--- config.mk ---
export PLATFORM = sky130hd
export DESIGN_NAME = psm_cell
export DESIGN_NICKNAME = d
export VERILOG_FILES = /design/src/psm_pkg.sv /design/src/psm_cell.sv
export SDC_FILE = /design/constraint.sdc
export NUM_CORES = 1
export LEC_CHECK = 0
export BUFFER_PORTS_ARGS = -buffer_cell sky130_fd_sc_hd__clkbuf_2
export CORE_MARGIN = 4
export CORE_UTILIZATION = 54
export DETAILED_ROUTE_END_ITERATION = 7
export GPL_TIMING_DRIVEN = 0
export MAX_ROUTING_LAYER = met4
export PLACE_DENSITY_LB_ADDON = 0.05
export RECOVER_POWER = 50
export SYNTH_ARGS = -nofsm -noshare
export SYNTH_HDL_FRONTEND = slang
export SYNTH_SLANG_ARGS = --single-unit
--- constraint.sdc ---
create_clock -name clk -period 9.1 [get_ports clk]
set_clock_uncertainty 0.1 [all_clocks]
set_input_delay 0.455 -clock clk [delete_from_list [all_inputs] [get_ports clk]]
set_output_delay 0.455 -clock clk [all_outputs]
set_load 0.02 [all_outputs]
--- src/psm_pkg.sv ---
`timescale 1ns / 1ps

package psm_pkg;

  localparam int STORE_ENTRIES = 256;
  localparam int VALUE_W = 32;
  localparam int POS_W = 16;
  localparam logic [POS_W-1:0] POS_MAX = {POS_W{1'b1}};

  typedef struct packed {
    logic signed [VALUE_W-1:0] value;
    logic                      start_of_set;
  } in_item_t;

  typedef struct packed {
    logic             match_found;
    logic [POS_W-1:0] this_position;
    logic [POS_W-1:0] partner_position;
    logic             store_full;
  } out_item_t;

  typedef struct packed {
    logic               valid;
    logic [VALUE_W-1:0] value;
    logic [VALUE_W-1:0] want;
    logic               want_ok;
    logic               clear;
    logic               done;
    logic               match;
    logic [POS_W-1:0]   partner;
    logic [POS_W-1:0]   position;
  } token_t;

endpackage

--- src/psm_cell.sv ---
`timescale 1ns / 1ps

module psm_cell import psm_pkg::*; (
  input  logic   clk,
  input  logic   rst,
  input  logic   advance,
  input  token_t tok_in,
  output token_t tok_out
);

  logic               entry_valid;
  logic [VALUE_W-1:0] entry_value;
  logic [POS_W-1:0]   entry_position;
  logic               live;
  logic               hit_same;
  logic               hit_want;
  logic               claim;
  token_t             tok_next;

  always_comb begin
    live     = entry_valid && !tok_in.clear;
    hit_same = live && (entry_value == tok_in.value);
    hit_want = live && tok_in.want_ok && !tok_in.match && (entry_value == tok_in.want);
    claim    = tok_in.valid && !tok_in.done && (hit_same || !live);
    tok_next = tok_in;
    if (hit_want) begin
      tok_next.match   = 1'b1;
      tok_next.partner = entry_position;
    end
    if (claim) begin
      tok_next.done = 1'b1;
    end
  end

  always_ff @(posedge clk) begin
    if (rst) begin
      entry_valid <= 1'b0;
      tok_out <= '0;
    end else if (advance) begin
      tok_out <= tok_next;
      if (claim) begin
        entry_valid <= 1'b1;
      end else if (tok_in.valid && tok_in.clear) begin
        entry_valid <= 1'b0;
      end
    end
  end

  always_ff @(posedge clk) begin
    if (advance && claim) begin
      entry_value    <= tok_in.value;
      entry_position <= tok_in.position;
    end
  end

endmodule

==> impl_metrics.csv <==
group,metric,value,unit
status,status,"finished clean",
job,maxCapViolations,0,
drt,drtPass1Iterations,6,
logic_synthesis,yosys_warnings,0,
worst_setup_path,endpoint,"entry_value[20]$_DFFE_PP_",
grt,grt_pass1_vias,4682,
worst_setup_path,criticalPathCategory,"register to register",
clocking,cts_buffers,17,
worst_setup_path,cp_cell_sequence,"xor2_1 > nor4_1 > nand4_1 > nor2_1 > o21ai_0 > nor3b_2 > buf_6 > buf_6",
logic_synthesis,synthSimpleGateAreaFrac,0.0975,
floorplan,initial_core_util,0.563,
placed_design,dp_cells,835,
clocking,clock_latency,0.52,ns
final_layout,area_growth,29.6,%
final_layout,antenna_cells,0,
timing,timing.fmax,347,MHz
logic_synthesis,synthAdderAreaFrac,0,
logic_synthesis,synth_xor_area_frac,0.0952,
floorplan,die_h,112,um
drt,drtIter0Drc,216,
worst_setup_path,cpMostUsedCell,"buf_6",
power_and_ir_drop,power_density,211,mW/mm2
timing,maxSlewViolCount,0,
timing,post-route-min-period,2.88,ns
floorplan,die_x,112,um
drt,drc,0,
logic_synthesis,ys_seq_area_frac,0.592,
clocking,cts_max_path_buffers,2,
worst_setup_path,crit_required,9.22,ns
final_layout,finalNetCount,824,
worst_setup_path,rrSetupSlack,6.22,ns
worst_hold_path,min_path_type,"primary input to register",
logic_synthesis,synth-seq-cells,150,
worst_setup_path,path_max_fanout,13,
clocking,cts.clk_slew.worst_paths,0.06,ns
drt,routed_wl,15500,um
timing,tightest_slew,0.893,ns
power_and_ir_drop,leakage,3.42,nW
final_layout,layout-drive-gt1-share,0.244,
logic_synthesis,synthCells,493,
worst_setup_path,r2r_start,"entry_value[23]$_DFFE_PP_",
final_layout,fin_area,0.00763,mm2
timing,fin_crit_sh,0.317,
worst_setup_path,cp-startpoint,"entry_value[23]$_DFFE_PP_",
drt,dr_total_vias,4463,
drt,postRouteAntennaNets,0,
worst_setup_path,startpoint_type,"register",
final_layout,fin_cells,869,
floorplan,rows,37,
timing,finalSetupViolCount,0,
worst_setup_path,cpPeakStageDelay,0.63,ns
clocking,clock_sinks,150,
worst_setup_path,arrival,3.00,ns
placed_design,portBuffers,202,
logic_synthesis,muxShareOfSynthArea,0.167,
logic_synthesis,syn_nets,597,
timing,finalSetupTns,0,ns
clocking,htreeDepth,4,
clocking,cts_root_buffer,"clkbuf_8",
placed_design,gp_congestion,0.874,
drt,viasPerCell,5.14,
floorplan,die_area,0.0126,mm2
worst_setup_path,cp-end-kind,"register",
timing,rsz0062_at_grt,"no",
logic_synthesis,yosysUniqueCellTypes,24,
worst_setup_path,worst_path_max_delay_cell,"nor3b_2",
placed_design,dpl_cell_area,0.00712,mm2
grt,grt_overflow_total,0,
power_and_ir_drop,peakVddDrop,0.126,mV
worst_setup_path,r2r_end,"entry_value[20]$_DFFE_PP_",
floorplan,core,0.0105,mm2
worst_setup_path,reg2reg_depth,8,
logic_synthesis,syn_area,0.00589,mm2
logic_synthesis,synth_top_family_by_area,"multiplexers",
timing,timing.hold.ws,0.0247,ns
logic_synthesis,syn_avg_cell_area,11.9,um2
drt,post_drt_wl_per_cell,17.9,um
grt,antenna_found_initial,0,
logic_synthesis,synth_compound_area_frac,0.0244,
timing,relSlewSlack,0.404,
final_layout,utilization,0.729,
timing,hold_viol_final,0,
grt,grt_max_degree,17,
grt,grt_pass1_wl,24100,um
floorplan,boundaryPins,205,
placed_design,place.detailed.hpwl,12000,um
clocking,cts_tree,"done",
grt,track_usage,0.254,
where the power goes:
group          switching [mW]  internal, mW  total (mW)  leakage, nW
combinational           0.117        0.0724       0.189         1.86
sequential             0.0180         0.726       0.744         1.28
clock                   0.267         0.412       0.679        0.275
total                   0.402          1.21        1.61         3.42
through the flow:
stage | setup slack, ns | power (mW)
3_5_place_dp | 6.05 | 0.951
6_report | 6.22 | 1.61
2_1_floorplan | 3.77 | 0.865
5_1_grt | 5.98 | 1.68
3_3_place_gp | 1.68 | 0.944
4_1_cts | 6.15 | 1.63
cells by family (layout without fill, tap and decap cells):
family                    after synthesis  in the layout
AOI/OAI and AO/OA                      20             20
buffers and inverters                  28            268
and+or+nand+nor                       133            133
xor gates and xnor gates               64             64
DFF                                   150            150
muxes                                  98             98
area by class of cell:
cell class | instances | area, um2
clock inverters | 12 | 126
repair buffers | 208 | 1000
multi-input cells | 315 | 2260
well taps | 136 | 170
plain buffers | 27 | 125
clock buffers | 20 | 457
flip-flops and latches | 150 | 3480
inverters | 1 | 3.75
fillers | 828 | 2830
worst max-delay path: cells and delay by family (launching register included):
family                    cells  cell delay (ns)
AOI/OAI and AO/OA             1             0.14
xor gates and xnor gates      1             0.20
buffers and inverters         2             0.44
DFF                           1             0.42
and+or+nand+nor               4             1.28
cells in the mapped netlist (all sizes together):
master  number  area, um2
nand2        1       3.75
nor3b        1       7.51
dfxtp      102       2040
xor2        33        289
a211oi      16        120
xnor2       31        272
edfxtp      48       1440
nand4        9       56.3
a21oi        2       10.0
buf         10       77.6
o21ai        1       5.00
clkbuf      17       63.8
mux2i       98        981
a311oi       1       8.76
inv          1       3.75
nor4        10       62.6
nand2b       3       18.8
nand3        3       15.0
nor3         2       15.0
and3b        1       8.76
nor2       103        387
worst min path at each step:
stage | startpoint | endpoint | slack [ns] | depth (start not counted)
floorplan | entry_valid$_SDFFE_PP0P_ | entry_valid$_SDFFE_PP0P_ | 0.36 | 2
global placement | tok_out[79]$_SDFFE_PP0P_ | tok_out[79]$_SDFFE_PP0P_ | 0.37 | 2
detailed placement | tok_out[5]$_SDFFE_PP0P_ | tok_out[5]$_SDFFE_PP0P_ | 0.38 | 2
CTS | tok_in[5] | entry_position[5]$_DFFE_PP_ | 0.004 | 1
global route | tok_in[3] | entry_position[3]$_DFFE_PP_ | 0.001 | 1
finish | tok_in[0] | entry_position[0]$_DFFE_PP_ | 0.02 | 1
per-layer routing:
metal  GRT usage  share of wire
met3      0.0685          0.075
met4      0.0970          0.024
met5           -              0
met2       0.419           0.50
met1       0.297           0.40
cells in the final DEF, fill, tap and decap left out, types with 10 or more instances in the layout:
cell,n
clkbuf_16,17
edfxtp_1,48
clkbuf_2,141
dfxtp_1,102
nor4_1,10
xor2_1,33
a211oi_1,16
nor2_1,103
mux2i_1,98
xnor2_1,31
clkbuf_1,87
what timing repair did:
| item | CTS | global route |
|---|---|---|
| buffers inserted | 0 | 0 |
| gates resized for setup | 0 | 0 |
| endpoints found under the hold margin | 0 | 2 |
| hold buffers | 0 | 2 |
| endpoints found under the setup margin | 0 | 0 |
flip-flops by register name, indices dropped and copies added, names as in the netlist:
register,count
entry_position,16
entry_valid,1
entry_value,32
tok_out,101
(Power assumes the default switching activity.)
