### src/psm_pkg.sv
`timescale 1ns / 1ps

package psm_pkg;

  localparam int STORE_ENTRIES = 256;
  localparam int VALUE_W = 32;
  localparam int POS_W = 16;
  localparam logic [POS_W-1:0] POS_MAX = {POS_W{1'b1}};

  typedef struct packed {
    logic signed [VALUE_W-1:0] value;
    logic                      start_of_set;
  } in_item_t;

  typedef struct packed {
    logic             match_found;
    logic [POS_W-1:0] this_position;
    logic [POS_W-1:0] partner_position;
    logic             store_full;
  } out_item_t;

  typedef struct packed {
    logic               valid;
    logic [VALUE_W-1:0] value;
    logic [VALUE_W-1:0] want;
    logic               want_ok;
    logic               clear;
    logic               done;
    logic               match;
    logic [POS_W-1:0]   partner;
    logic [POS_W-1:0]   position;
  } token_t;

endpackage

### src/psm_head.sv
`timescale 1ns / 1ps

module psm_head import psm_pkg::*; (
  input  logic                      clk,
  input  logic                      rst,
  input  logic                      advance,
  input  logic                      in_valid,
  input  in_item_t                  in_data,
  input  logic signed [VALUE_W-1:0] target_sum,
  output token_t                    tok
);

  logic [POS_W-1:0]   position_counter;
  logic [POS_W-1:0]   position_counter_next;
  logic signed [VALUE_W:0] diff;
  token_t             tok_next;

  always_comb begin
    if (in_data.start_of_set) begin
      position_counter_next = POS_W'(1);
    end else if (position_counter == POS_MAX) begin
      position_counter_next = position_counter;
    end else begin
      position_counter_next = position_counter + POS_W'(1);
    end
    diff = {target_sum[VALUE_W-1], target_sum} - {in_data.value[VALUE_W-1], in_data.value};
    tok_next          = '0;
    tok_next.valid    = in_valid;
    tok_next.value    = in_data.value;
    tok_next.want     = diff[VALUE_W-1:0];
    tok_next.want_ok  = (diff[VALUE_W] == diff[VALUE_W-1]);
    tok_next.clear    = in_data.start_of_set;
    tok_next.position = position_counter_next;
  end

  always_ff @(posedge clk) begin
    if (rst) begin
      position_counter <= '0;
      tok <= '0;
    end else if (advance) begin
      tok <= tok_next;
      if (in_valid) begin
        position_counter <= position_counter_next;
      end
    end
  end

endmodule

### config.mk
export PLATFORM = sky130hd
export DESIGN_NAME = psm_head
export DESIGN_NICKNAME = d
export VERILOG_FILES = /design/src/psm_pkg.sv /design/src/psm_head.sv
export SDC_FILE = /design/constraint.sdc
export NUM_CORES = 1
export LEC_CHECK = 0
export CAP_MARGIN = 30
export CORE_MARGIN = 8
export CORE_UTILIZATION = 40
export CTS_CLUSTER_SIZE = 30
export DETAILED_ROUTE_END_ITERATION = 10
export DONT_BUFFER_PORTS = 1
export HOLD_SLACK_MARGIN = 0.15
export PLACE_DENSITY_LB_ADDON = 0.05
export SLEW_MARGIN = 10
export SYNTH_ARGS = -nofsm -noshare
export SYNTH_HDL_FRONTEND = slang
export SYNTH_SLANG_ARGS = --single-unit
### constraint.sdc
create_clock -name clk -period 3.41 [get_ports clk]
set_clock_uncertainty 0.2 [all_clocks]
set_input_delay 0.341 -clock clk [delete_from_list [all_inputs] [get_ports clk]]
set_output_delay 0.341 -clock clk [all_outputs]
set_load 0.01 [all_outputs]
==> summary.txt, run 1 <==
Outcome
  – Status: finished, final reports clean

Routing
  – DR vias/cell: between 5 and 6
  – Final ANT Viol Nets: 0
  – Via count: slightly above 5000
  – Initial DRC count: 240
  – WL final: 16700 µm
  – DRC violation count after routing: 0
  – Initial DRT Pass Iterations: 4
  – Drt wl/cell: 17.9 µm

Synthesis
  – Seq/Total Area, Yosys: 33.5%
  – Main combinational cell family by area after synthesis: compound AO/OA/AOI/OAI gates
  – Post-synthesis mux area share: a little under a tenth
  – Main flop type after synthesis: dfxtp_1
  – Post-synthesis register bit count: between 90 and 100
  – EDFF count, synth: 0
  – Synth Area in XOR/XNOR: under 10%
  – Post-synthesis compound-gate area fraction: a little under a fifth
  – Synth top area share: 33.5%
  – Synth Area per Inst: about 8.1 µm²
  – Distinct cells, synth: between 50 and 60
  – Post-synth ARST share: 0%
  – Ranking of synthesized cells by area: dfxtp_1 (33%), mux2i_1 (9.3%), ha_1 (7.0%), nor2_1 (6.3%), a21oi_1 (4.6%)
  – Post-synth top area cell: dfxtp_1
  – Synth warn: 0
  – Synth Area in Simple Gates: 18.4%
  – Mapped Cells: approximately 730
  – Adder-cell share of the synthesized area: under 10%
  – Mapped cell area: between 5000 and 6000 µm²

STA
  – Final-report setup violation count: 0
  – Setup WS post-layout: around 0.26 ns
  – F_max: between 0.3 and 0.4 GHz
  – Fin Setup TNS: 0 ns
  – Minimum clock period: about 3.1 ns
  – Fin crit share: between 90% and 100%
  – Pins over their slew limit: 0
  – RSZ-0062 raised after global routing: false
  – Final hold violation count: 0
  – Slew @ Worst Pin: about 0.74 ns
  – Relative slew slack: around half

Layout
  – FF/Latch Area: 1980 µm²
  – Most frequent cells in the layout: nor2_1 (99), dfxtp_1 (99), mux2i_1 (55), a21oi_1 (54), nand2_1 (46)
  – Area of the multi-input gates: about 3600 µm²
  – Finished Layout Cells: 932
  – Ratio of cells with drive above 1 in the final layout: under 10%
  – Post-route design area: 6690 µm²
  – Synthesis-to-finish area growth: 12.8%
  – Nets: roughly 850
  – Fillers: 1484

Worst setup path
  – Slowest-stage cell, CP: dlygate4sd3_1
  – Reg2Reg Setup Slack: roughly 0.34 ns
  – R2r startpoint: position_counter[5]
  – CP dominant cell by count: o31a_1
  – Critical path peak fanout: 4
  – Reg2Reg Depth: 9
  – Crit end category: flip-flop
  – CP max stage delay: ~0.54 ns
  – Worst EP arrival: ~3.2 ns
  – Critical path type: in2reg
  – Crit start category: input pin
  – Worst Path Required: 3.41 ns
  – RR Endpoint: position_counter[10]
  – Cell Chain, Critical Path: dlygate4sd3_1 > inv_1 > ha_1 > fa_1 > nor2b_4 > o31a_1 > o31a_1 > or3_1 > a21boi_2 > a211oi_1 > mux2i_1 > o311ai_1

Floorplanning
  – # rows: 44
  – Core area: ~14000 µm²
  – Die height: 138 µm
  – Io pins: 170
  – Die ar.: 19000 µm²
  – Initial Utilization: 40.9%
  – Die width: about 140 µm

Clock tree
  – Clock transition at the registers of the reported paths: ~0.070 ns
  – Root Buffer: clkbuf_16
  – CTS Buf Count: 9
  – Clk buf depth: 2
  – Clock sinks: a little under 100
  – CTS tree: done
  – CTS resizes: 0
  – Worst-Skew Late Latency: 0.35 ns
  – CTS H-tree depth: 3
  – Post-CTS setup buffers: 0

Placed design
  – GPL Wtd Cong: 0.844
  – Final HPWL DP: 12200 µm
  – Placed insts: between 800 and 900
  – Placement Setup Slack: a little under 0.5 ns
  – Port bufs: 0
  – Placed cell area: 5940 µm²

Min path
  – Hold path cells: 2
  – Hold crit path type: in2reg
  – WHS Endpoint: position_counter[6]
  – HP Start: rst

Power
  – Pwr per Cell Area: 434 nW/µm²
  – LEAKAGE: 2.90 nW
  – Max VDD drop: 0.217 mV

GRT
  – Antenna violations before repair: 0
  – Largest net degree at the start of global routing: 80
  – Congestion Overflow GR: 0
  – Vias in the first global route: about 4900
  – First-pass GRT wire length: roughly 26000 µm
  – Gr usage total: between 10% and 20%

Run
  – Maxcap violations: 0
area by class of cell:
cell class	count	share of cell area [%]
multi-input combinational	547	53.2
clock buffer	9	3.37
timing repair buffer	45	7.15
tap	184	3.44
clock inverter	7	0.880
sequential	99	29.6
inverter	40	2.25
antenna	1	0.0374
metal layers:
layer	track usage, %	up-vias	wire (µm)
met4	5.37	0	215
met5	0	-	0
met3	5.58	17	1470
met1	22.0	2331	7540
met2	27.8	132	7490
li1	-	2551	-
cells by family after synthesis:
logic type,after synthesis
compound gates,172
xor+xnor,33
flops,99
buf+inv,100
mux,56
simple gates,234
fa+ha+maj,34
other cells,1
cells in the mapped netlist (3+ instances only):
library cell,count
o21ai_0,28
or2_2,3
a2bb2oi_1,4
a22o_1,11
a211oi_1,9
a31oi_1,3
inv_1,40
nor2b_1,3
clkbuf_1,33
buf_2,6
or4_1,4
o31ai_1,5
buf_1,3
ha_1,33
and3_1,9
nor3_1,12
xnor2_1,21
nand2_1,46
nand4_1,16
o21a_1,10
dfxtp_1,99
buf_4,18
nand3b_1,5
a21oi_1,54
o31a_1,5
a21o_1,17
or3_1,6
o211ai_1,6
mux2i_1,55
nand3_1,21
o21ai_1,7
xor2_1,12
nor2_1,100
worst max-delay path by stage:
stage	startpoint	to	slack, ns	cells after the start
global placement	target_sum[0]	tok[64]	0.57	11
CTS	target_sum[0]	tok[64]	0.29	12
global route	position_counter[5]	position_counter[10]	0.08	9
floorplan	in_data[3]	tok[66]	0.71	10
finish	target_sum[0]	tok[64]	0.26	12
detailed placement	target_sum[0]	tok[64]	0.49	11
metrics by stage:
| stage | util [%] | power (mW) | hold WS [ns] |
|---|---|---|---|
| 2_1_floorplan | - | 1.77 | 0.258 |
| 3_3_place_gp | 41.0 | 1.85 | 0.223 |
| 3_5_place_dp | 41.0 | 1.85 | 0.227 |
| 4_1_cts | 46.2 | 2.95 | 0.156 |
| 5_1_grt | 46.2 | 3.06 | 0.178 |
| 6_report | 46.2 | 2.90 | 0.160 |
worst max-delay path: cells and delay by family:
family | cells | cell delay [ns]
AOI/OAI and AO/OA | 5 | 1.11
buffers and inverters | 2 | 0.60
and+or+nand+nor | 2 | 0.48
adders and majority gates | 2 | 0.44
muxes | 1 | 0.17
timing repair:
action | in CTS | in global routing
endpoints found under the setup margin | 0 | 0
endpoints found under the hold margin | 83 | 0
hold buffers | 42 | 0
report_power, final:
part	total (mW)	internal, mW	switching [mW]
Clock	0.998	0.507	0.491
Sequential	1.32	1.23	0.0904
Combinational	0.588	0.252	0.336
sequential cells by signal, indices dropped and copies added (netlist names):
name	count
position_counter	16
tok	83
Power figures use the tool's default switching activity.
==> run 2, diff against run 1 <==
--- a/config.mk
+++ b/config.mk
@@ -6,13 +6,15 @@
 export NUM_CORES = 1
 export LEC_CHECK = 0
 export CAP_MARGIN = 30
+export CELL_PAD_IN_SITES_DETAIL_PLACEMENT = 1
+export CELL_PAD_IN_SITES_GLOBAL_PLACEMENT = 1
 export CORE_MARGIN = 8
 export CORE_UTILIZATION = 40
 export CTS_CLUSTER_SIZE = 30
 export DETAILED_ROUTE_END_ITERATION = 10
 export DONT_BUFFER_PORTS = 1
 export HOLD_SLACK_MARGIN = 0.15
-export PLACE_DENSITY_LB_ADDON = 0.05
+export PLACE_DENSITY = 0.8
 export SLEW_MARGIN = 10
 export SYNTH_ARGS = -nofsm -noshare
 export SYNTH_HDL_FRONTEND = slang
==> run 2 against run 1 <==
Against the previous run:
- cell count is 0.11% higher
- clock power increased by 7%
- global-route usage up 2.6 points
- hold slack worse by 0.025 ns
- critical path depth fell by 1
- largest cell class unchanged
- largest power group unchanged
==> summary.txt, run 2 (same netlist as run 1, synthesis figures left out) <==
Layout
  – N_diodes: 0 (was 1)
  – Synthesis-to-finish area growth: 13.6% (was 12.8%)
  – Most frequent cells in the layout: nor2_1 (100), dfxtp_1 (99), mux2i_1 (55), a21oi_1 (54), nand2_1 (46) (was nor2_1 (99), dfxtp_1 (99), mux2i_1 (55), a21oi_1 (54), nand2_1 (46))
  – Largest reg by FF count: tok (unchanged)
  – Most common cell after layout, fill and taps aside: nor2_1
  – Layout Utilization: 46.5% (was 46.2%)
  – Finished Layout Cells: 933 (was 932)
  – Nets: 848 (was 845)
  – Biggest regs: tok (83), position_counter (16) (unchanged)
  – Max reg flops: 83 (unchanged)
  – Ratio of cells with drive above 1 in the final layout: 3.74% (was 4.28%)

Power
  – Power, Total: 3.01 mW (was 2.90 mW)
  – Internal power: 2.10 mW (was 1.99 mW)
  – LEAKAGE: 2.93 nW (was 2.90 nW)
  – Combinational power share: 20.6% (was 20.3%)
  – Pwr per Cell Area: 447 nW/µm² (was 434 nW/µm²)
  – Sequential group share of total power: 43.9% (was 45.4%)
  – Switch Pwr: 0.913 mW (was 0.918 mW)
  – Clk network pwr share: 35.5% (was 34.4%)
  – Max VDD drop: 0.221 mV (was 0.217 mV)
  – Switching share of power: 30.4% (was 31.6%)

STA
  – Pins over their slew limit: 0 (unchanged)
  – RSZ-0062 raised after global routing: false (unchanged)
  – Setup WS post-layout: 0.213 ns (was 0.263 ns)
  – Fin Setup TNS: 0 ns (unchanged)
  – Final-report setup violation count: 0 (unchanged)
  – F_max: 0.313 GHz (was 0.318 GHz)
  – Relative slew slack: 49.5% (was 50.7%)
  – Slew @ Worst Pin: 0.757 ns (was 0.739 ns)
  – Minimum clock period: 3.20 ns (was 3.15 ns)
  – Fin crit share: 93.8% (was 92.3%)
  – Final hold violation count: 0 (unchanged)

Worst setup path
  – Critical path peak fanout: 4 (unchanged)
  – Reg2Reg Depth: 8 (was 9)
  – Reg2Reg Setup Slack: 0.67 ns (was 0.34 ns)
  – Crit end category: flip-flop (unchanged)
  – Critical path type: in2reg (unchanged)
  – Setup crit start: in_data[1] (was target_sum[0])
  – RR Endpoint: tok[9] (was position_counter[10])
  – Crit start category: input pin (unchanged)
  – R2r startpoint: position_counter[5] (unchanged)
  – Worst Path Required: 3.41 ns (about the same)
  – Worst EP arrival: 3.20 ns (was 3.15 ns)

Min path
  – Hold crit path type: in2reg (unchanged)
  – Hold path cells: 2 (unchanged)
  – HP Start: rst (unchanged)
  – WHS Endpoint: tok[95] (was position_counter[6])

Routing
  – DR vias/cell: 5.70 (was 5.40)
  – Initial DRT Pass Iterations: 4 (unchanged)
  – DRC violation count after routing: 0 (unchanged)
  – Final ANT Viol Nets: 0 (unchanged)
  – Initial DRC count: 285 (was 240)
  – WL final: 19200 µm (was 16700 µm)
  – Via count: 5322 (was 5031)
  – Drt wl/cell: 20.6 µm (was 17.9 µm)

Clock tree
  – Worst-Skew Late Latency: 0.35 ns (about the same)
  – Post-CTS setup buffers: 0 (unchanged)
  – Clk buf depth: 2 (unchanged)
  – CTS H-tree depth: 3 (unchanged)
  – Root Buffer: clkbuf_16 (unchanged)
  – Clock sinks: 99 (unchanged)
  – CTS tree: done (unchanged)
  – CTS Buf Count: 9 (unchanged)
  – Clock transition at the registers of the reported paths: 0.07 ns (about the same)

Floorplanning
  – Die width: 138 µm (unchanged)
  – Initial Utilization: 40.9% (unchanged)
  – Core area: 14500 µm² (unchanged)
  – Io pins: 170 (unchanged)
  – # rows: 44 (unchanged)
  – Die ar.: 19000 µm² (unchanged)
  – Die height: 138 µm (unchanged)

Run
  – Maxcap violations: 0 (unchanged)

GRT
  – Antenna violations before repair: 0 (unchanged)
  – Largest net degree at the start of global routing: 79 (was 80)
  – First-pass GRT wire length: 29900 µm (was 26300 µm)
  – Congestion Overflow GR: 0 (unchanged)
  – Vias in the first global route: 5677 (was 4946)
  – Gr usage total: 20.1% (was 17.4%)

Placed design
  – Placement Setup Slack: 0.449 ns (was 0.486 ns)
  – Placed insts: 872 (was 873)
  – GPL Wtd Cong: 0.827 (was 0.844)
  – Final HPWL DP: 13600 µm (was 12200 µm)
  – Port bufs: 0 (unchanged)

Outcome
  – Status: finished, final reports clean (unchanged)
==> run 2: cell count changes in the layout (fill, tap and decap cells not counted), sizes merged, moves of 2 or more <==
cell	previous run	this run
clkbuf	9	12
clkinvlp	3	1
dlygate4sd3	40	44
inv	43	41
==> run 2: repair_timing <==
action / 4_1_cts / 5_1_grt
resized for setup: 0 / 0
hold buffers: 46 / 0
endpoints found under the hold margin: 78 / 0
endpoints found under the setup margin: 0 / 0
==> run 2: worst max-delay path, cell delays in order <==
cell and delay [ns]:
dlygate4sd3_1 0.58, ha_1 0.21, fa_1 0.28, nor2b_4 0.06, o31a_1 0.29, o31a_1 0.28, or3_1 0.44, a21boi_2 0.26
a211oi_1 0.13, mux2i_1 0.20, o311ai_1 0.13
==> run 2: worst max-delay path by stage <==
stage | to | slack, ns | cells past startpoint
2_1_floorplan | tok[66] | 0.71 | 10
3_3_place_gp | tok[64] | 0.57 | 11
3_5_place_dp | tok[64] | 0.45 | 11
4_1_cts | tok[64] | 0.24 | 11
5_1_grt | tok[64] | 0.08 | 11
6_report | tok[64] | 0.21 | 11
==> run 2: through the flow <==
step           hold WS, ns  instance area, µm²
6_report             0.135                6730
5_1_grt              0.184                6730
4_1_cts              0.165                6730
3_5_place_dp         0.226                5930
3_3_place_gp         0.222                5930
2_1_floorplan        0.258                5990
==> run 2: area by class of cell <==
cell class	count	area, µm²
Timing Repair Buffer	48	510
Fill cell	1691	7750
Multi-Input combinational cell	547	3560
Clock inverter	3	46.3
Clock buffer	12	256
Inverter	40	150
Sequential cell	99	1980
Tap cell	184	230
==> run 2: power groups by stage <==
| stage | Clock [mW] | Sequential [mW] | Combinational [mW] |
|---|---|---|---|
| floorplan | 0 | 1.32 | 0.456 |
| global placement | 0 | 1.35 | 0.496 |
| detailed placement | 0 | 1.35 | 0.520 |
| CTS | 1.09 | 1.32 | 0.611 |
| global route | 1.13 | 1.33 | 0.682 |
| finish | 1.07 | 1.32 | 0.620 |
==> run 2: per-layer routing <==
| layer | global-route usage [%] | up-vias | share of wire, % |
|---|---|---|---|
| met5 | 0 | - | 0 |
| li1 | - | 2551 | - |
| met3 | 6.82 | 34 | 8.8 |
| met2 | 34.9 | 162 | 49 |
| met1 | 21.9 | 2575 | 40 |
| met4 | 8.30 | 0 | 2.5 |
